**config.mk**
```make
export PLATFORM = sky130hd
export DESIGN_NAME = fttlb_front
export DESIGN_NICKNAME = d
export VERILOG_FILES = /design/src/rtl/assert_macros.svh /design/src/rtl/fttlb_pkg.sv /design/src/rtl/fttlb_front.sv
export SDC_FILE = /design/constraint.sdc
export NUM_CORES = 1
export LEC_CHECK = 0
export ABC_AREA = 1
export BUFFER_PORTS_ARGS = -buffer_cell sky130_fd_sc_hd__buf_4
export CAP_MARGIN = 10
export CORE_ASPECT_RATIO = 2
export CORE_MARGIN = 5
export CORE_UTILIZATION = 43
export DETAILED_ROUTE_END_ITERATION = 16
export PLACE_DENSITY_LB_ADDON = 0.08
export SLEW_MARGIN = 20
export SYNTH_ARGS = -nofsm -noshare
export SYNTH_HDL_FRONTEND = slang
export SYNTH_SLANG_ARGS = --single-unit
```
**constraint.sdc**
```tcl
create_clock -name clk -period 5.8 [get_ports clk]
set_clock_uncertainty 0.15 [all_clocks]
set_input_delay 0.58 -clock clk [delete_from_list [all_inputs] [get_ports clk]]
set_output_delay 0.58 -clock clk [all_outputs]
set_load 0.005 [all_outputs]
```
**src/rtl/assert_macros.svh**
```systemverilog
// Assertion macros used by the RTL back end (fttlb_back.sv).
`ifndef ASSERT_MACROS_SVH
`define ASSERT_MACROS_SVH

`define ASSERT_ALWAYS(label, clk, rst, cond) \
  label: assert property (@(posedge clk) disable iff (rst) (cond)) \
    else $error("%m: assertion failed");

`define ASSERT_IMPLIES(label, clk, rst, pre, post) \
  label: assert property (@(posedge clk) disable iff (rst) (pre) |-> (post)) \
    else $error("%m: assertion failed");

`endif

```
**src/rtl/fttlb_pkg.sv**
```systemverilog
// Types and constants of the FIFO translation buffer.
package fttlb_pkg;

  localparam int TLB_ENTRIES_DEFAULT = 64;
  localparam int PID_W   = 8;
  localparam int PAGE_W  = 52;
  localparam int FRAME_W = 40;
  localparam int OP_W    = 2;
  localparam int CAP_W   = 7;
  localparam int RCNT_W  = 7;
  localparam logic [CAP_W-1:0] CAP_RESET = 7'd64;

  localparam logic [OP_W-1:0] OP_LOOKUP = 2'd0;
  localparam logic [OP_W-1:0] OP_INSERT = 2'd1;
  localparam logic [OP_W-1:0] OP_FLUSH  = 2'd2;

  typedef enum logic [1:0] {
    KIND_NOP,
    KIND_LOOKUP,
    KIND_INSERT,
    KIND_FLUSH
  } kind_t;

  typedef struct packed {
    logic [OP_W-1:0]    operation;
    logic [PID_W-1:0]   owner_id;
    logic [PAGE_W-1:0]  vpn;
    logic [FRAME_W-1:0] frame_in;
  } in_word_t;

  typedef struct packed {
    logic               hit;
    logic [FRAME_W-1:0] frame_out;
    logic               evicted;
    logic [RCNT_W-1:0]  removed_count;
  } out_word_t;

  typedef struct packed {
    kind_t              kind;
    logic [PID_W-1:0]   pid;
    logic [PAGE_W-1:0]  page;
    logic [FRAME_W-1:0] frame;
  } cmd_t;

  typedef struct packed {
    logic [PID_W-1:0]   pid;
    logic [PAGE_W-1:0]  page;
    logic [FRAME_W-1:0] frame;
  } entry_t;

endpackage

```
**src/rtl/fttlb_front.sv**
```systemverilog
// Front end: accepts input words, decodes them and queues commands.
module fttlb_front (
  input  logic                clk,
  input  logic                rst,
  input  logic                in_valid,
  output logic                in_ready,
  input  fttlb_pkg::in_word_t in_data,
  output logic                q_valid,
  output fttlb_pkg::cmd_t     q_cmd,
  input  logic                q_pop
);

  fttlb_pkg::cmd_t slots [2];
  logic            wr_ptr;
  logic            rd_ptr;
  logic [1:0]      fill;
  fttlb_pkg::cmd_t dec;
  logic            push;
  logic            pop;

  always_comb begin
    dec.pid   = in_data.owner_id;
    dec.page  = in_data.vpn;
    dec.frame = in_data.frame_in;
    unique case (in_data.operation)
      fttlb_pkg::OP_LOOKUP: dec.kind = fttlb_pkg::KIND_LOOKUP;
      fttlb_pkg::OP_INSERT: dec.kind = fttlb_pkg::KIND_INSERT;
      fttlb_pkg::OP_FLUSH:  dec.kind = fttlb_pkg::KIND_FLUSH;
      default:              dec.kind = fttlb_pkg::KIND_NOP;
    endcase
  end

  assign in_ready = (fill != 2'd2);
  assign q_valid  = (fill != 2'd0);
  assign q_cmd    = slots[rd_ptr];
  assign push     = in_valid && in_ready;
  assign pop      = q_pop && q_valid;

  always_ff @(posedge clk) begin
    if (push) begin
      slots[wr_ptr] <= dec;
    end
    if (rst) begin
      wr_ptr <= 1'b0;
      rd_ptr <= 1'b0;
      fill   <= 2'd0;
    end else begin
      if (push) wr_ptr <= ~wr_ptr;
      if (pop)  rd_ptr <= ~rd_ptr;
      fill <= fill + 2'(push) - 2'(pop);
    end
  end

endmodule

```
# ---- Word-level counts from Yosys, hierarchy flattened
# Memory sizes are Yosys's and may differ from the RTL's. A register that Yosys moved wholly into a read port is not among the register bits.
# Index checks and enable logic that the tools add are counted.
dict set report op_classes {
  add_sub_neg 2
  n_mul 0
  n_eq_ne 3
  div_mod_pow 0
  reduce_logical 4
  n_lt_le_gt_ge 0
  n_mux 5
  shift 0
  n_bitwise 2
}
# op n
set ops {}
lappend ops {{case mux 2 bit (3 select lines)} 1}
lappend ops {{two-way mux 1 bit} 4}
lappend ops {{adder 2 x 1 -> 2 bit} 1}
lappend ops {{== test 2 x 1 -> 1 bit, second input constant} 1}
lappend ops {{== test 2 bit, second input constant} 1}
lappend ops {{logical AND 1 bit} 2}
lappend ops {{logical NOT 2 bit} 1}
lappend ops {{!= test 2 bit, second input constant} 1}
lappend ops {{inverter 1 bit} 2}
lappend ops {{nonzero test 2 bit} 1}
lappend ops {{subtractor 2 x 1 -> 2 bit} 1}
dict set report totals {
  rom_bits 0
  output_inout_bits 104
  mem_bits_rw 204
  latch_bits 0
  word_cells 20
  reg_bits 4
  n_memories 1
}
# name depth width read_ports rd_clocked_by_memory_dff write_ports line
set memory_table {}
lappend memory_table {slots 2 102 1 1 1 fttlb_front.sv:13} ;# fttlb_pkg::cmd_t slots [2];

# ---- Longest topological paths before layout
dict set report depth {
  depth_word 4
  mapped_depth 11
  mapped_depth_nobuf 11
}

# ---- Worst setup path before layout
# No wires, ideal clock.
dict set report synth_timing {
  path_kind {input to register}
  from {in in_valid}
  to {mem slots[1][0] (netlist name) (enable)}
  stages 2
  setup_slack_ps 102
  t_arrival_ps 4982
  t_required_ps 5085
  cell_sequence {nand2_1 -> nor2_1}
}
dict set report synth_via {
  elab_chain_cells 3
}
# element line
set synth_lines {}
lappend synth_lines {{start: declaration} fttlb_front.sv:5} ;# input logic in_valid,
lappend synth_lines {{logical AND 1 bit} fttlb_front.sv:36} ;# assign push = in_valid && in_ready;
lappend synth_lines {{two-way mux 1 bit} fttlb_front.sv:40} ;# if (push) begin
lappend synth_lines {{two-way mux 1 bit (implied by the code)} fttlb_front.sv:41} ;# slots[wr_ptr] <= dec;
lappend synth_lines {{end: declaration} fttlb_front.sv:13}
# No other way between the ends.

==> results.cfg <==
[cts]
insertion_delay_ns = 0.49
cts_resized = 0
cts_setup_buffers = 0
cts_buffers = 19
cts_max_path_buffers = 3
cts_hold_buf = 0
clkSlewWorstSetupHoldPaths_ns = 0.07
cts_sinks = 209
root_buffer = clkbuf_16
h-tree-depth = 1
tritoncts = yes

[synthesis]
netlist_instances = 360
ys_ff_latch = 209
syn-num-nets = 470
yosysUniqueCellTypes = 15
ys_warn_count = 0
synth_seq_area_share_pct = 78.12
syn_avg_cell_area_um2 = 22.14
netlist_area_mm2 = 0.007970

[floorplanning]
core_area_mm2 = 0.01831
die_area_mm2 = 0.02152
die_width_um = 106.3
die_h_um = 202.5
ios = 210
start_util_pct = 43.54
rows = 70

[global_routing]
grt_pass1_wl_um = 23870
grt.met3_usage_pct = 3.754
busiest_layer = met2
antenna_found_initial = 0
overflow = 0
grtUsageMet2_pct = 26.93
grt_pass1_vias = 4347
track_usage_pct = 14.45
grt_use_met1_pct = 15.12
grt_max_degree = 60

[sta]
setup_viol = 0
hold_ws_ns = 0.1195
setup_slack_ns = 2.744
tightest_slew_ns = 0.8301
fin_crit_ns = 3.056
fmax_mhz = 327.3
min_period_over_period_pct = 52.68
hold_viol_final = 0
rsz0062_at_grt = no
fin_setup_tns_ns = 0
relSlewSlack_pct = 44.66
drv_slew = 0

[place]
placed_cells = 780
dp_slack_ns = 3.047
io_buffer_count = 209
hpwl_um = 11090
gp_congestion = 0.7314

[critical_path]
crit_slowest_cell = buf_4
critical_path_required_ns = 5.07
worstSetupEndpointType = output pin
arrival_ns = 2.33
path_cells = buf_4 -> mux2_4 -> buf_4
cp_max_fo = 42
rrSetupSlack_ns = 3.26
worstReg2RegStart = fill[0]
max_stage_delay_ns = 0.69
reg2regPathDepth = 5
crit_path_frequent_cell = buf_4
critPathKind = reg2out
r2r_end = slots[0][82]
crit_path_start_kind = flop

[power]
internal_power_uw = 3270
switchingPower_uw = 1084
powerDensity_mw_per_mm2 = 419.4
netSwitchingFraction_pct = 24.90
peakVddDrop_mv = 0.2655
leakagePower_uw = 0.004064
p_seq_share_pct = 45.8
pwr-share-clk_pct = 28.3
combPwrFrac_pct = 25.9

[worst_hold_path]
holdPathEnd = wr_ptr
hold_path_class = in2reg
holdCritStartpoint = rst
worstHoldPathCells = 2

[route]
drt-total-wl_um = 16000
route.detailed.drc = 0
drtAntennaViolNets = 0
viasPerCell = 4.871
first_pass_iters = 4
route.vias.total = 3965
first_iter_violations = 129
wire_per_inst_um = 19.66

[status]
status = finished clean

[finish]
nets = 695
final_cells = 814
diodes = 0
drive_gt1_share_pct = 58.53
area_growth_pct = 30.27

[job]
cap_violations = 0
-- cells in the mapped netlist --
master,n,area (um^2)
edfxtp_1,204,6126
mux2_4,80,1201
mux2_2,22,247.7
nor2_1,11,41.29
inv_1,10,37.54
buf_6,8,90.09
nand2_1,8,30.03
dfxtp_1,5,100.1
ha_1,4,50.05
a21oi_1,2,10.01
buf_2,2,10.01
buf_4,1,7.510
nand3_1,1,5.000
nor3_1,1,5.000
xnor2_1,1,8.760
-- power groups by stage --
stage | sequential [uW] | clock (uW) | combinational, uW
finish | 1990 | 1230 | 1130
global route | 2010 | 1340 | 1210
CTS | 2000 | 1280 | 1160
detailed placement | 2030 | 0 | 1160
global placement | 2020 | 0 | 1150
floorplan | 2020 | 0 | 655
-- metal layers --
metal	share of wire (%)	vias up
met2	56	143
met3	7.2	28
met4	3.4	0
li1	-	1838
met1	34	1956
met5	0	-
-- cells by family after synthesis --
group | after synthesis | synth area share (%)
adder cells (fa/ha/maj) | 4 | 0.6280
AO/OA/AOI/OAI | 2 | 0.1256
XOR/XNOR | 1 | 0.1099
flip-flops | 209 | 78.12
multiplexers | 102 | 18.18
buffers and inverters | 21 | 1.821
AND/OR/NAND/NOR | 21 | 1.020
-- through the flow --
| step | total power (uW) | utilization, % | instance area, um^2 |
|---|---|---|---|
| 2_1_floorplan | 2677 | - | 7970 |
| 6_report | 4354 | 56.72 | 10380 |
| 5_1_grt | 4568 | 56.72 | 10380 |
| 3_5_place_dp | 3191 | 53.35 | 9766 |
| 3_3_place_gp | 3165 | 53.35 | 9766 |
| 4_1_cts | 4439 | 56.72 | 10380 |
-- critical path, delay by kind of cell, from the launching register on --
kind / cells / cell delay, ns
buf+inv: 2 / 0.83
flops: 1 / 0.60
mux: 1 / 0.37
-- state kept, by name (all words and copies together), names as in the netlist, named ones only --
name,cells
fill,2
rd_ptr,1
slots,204
wr_ptr,1
-- worst max-delay path by stage --
stage / depth (start not counted) / startpoint / slack, ns / to
global placement: 4 / in_valid / 3.09 / slots[0][85]
global route: 3 / flop / 2.64 / q_cmd[25]
finish: 3 / flop / 2.74 / q_cmd[21]
floorplan: 2 / in_valid / 0.10 / slots[1][0]
CTS: 3 / flop / 2.68 / q_cmd[21]
detailed placement: 4 / in_valid / 3.05 / slots[0][91]
-- layout by cell type, fill, tap and decap left out, drive strengths merged --
cell	instances
nor2	11
dfxtp	5
nand2	8
clkinv	10
xnor2	1
nand3	1
edfxtp	204
clkinvlp	1
buf	215
a21oi	2
mux2	102
bufinv	2
clkbuf	19
inv	12
nor3	1
ha	4
-- final cells by class --
class / count / area [um^2]
clock inverter: 15 / 141.4
multi-input combinational: 130 / 1614
inverter: 10 / 37.54
sequential: 209 / 6230
tap: 216 / 270.3
clock buffer: 19 / 475.5
fill: 1437 / 7923
timing repair buffer: 215 / 1614
Note: power is estimated with default switching activity, not from simulation.
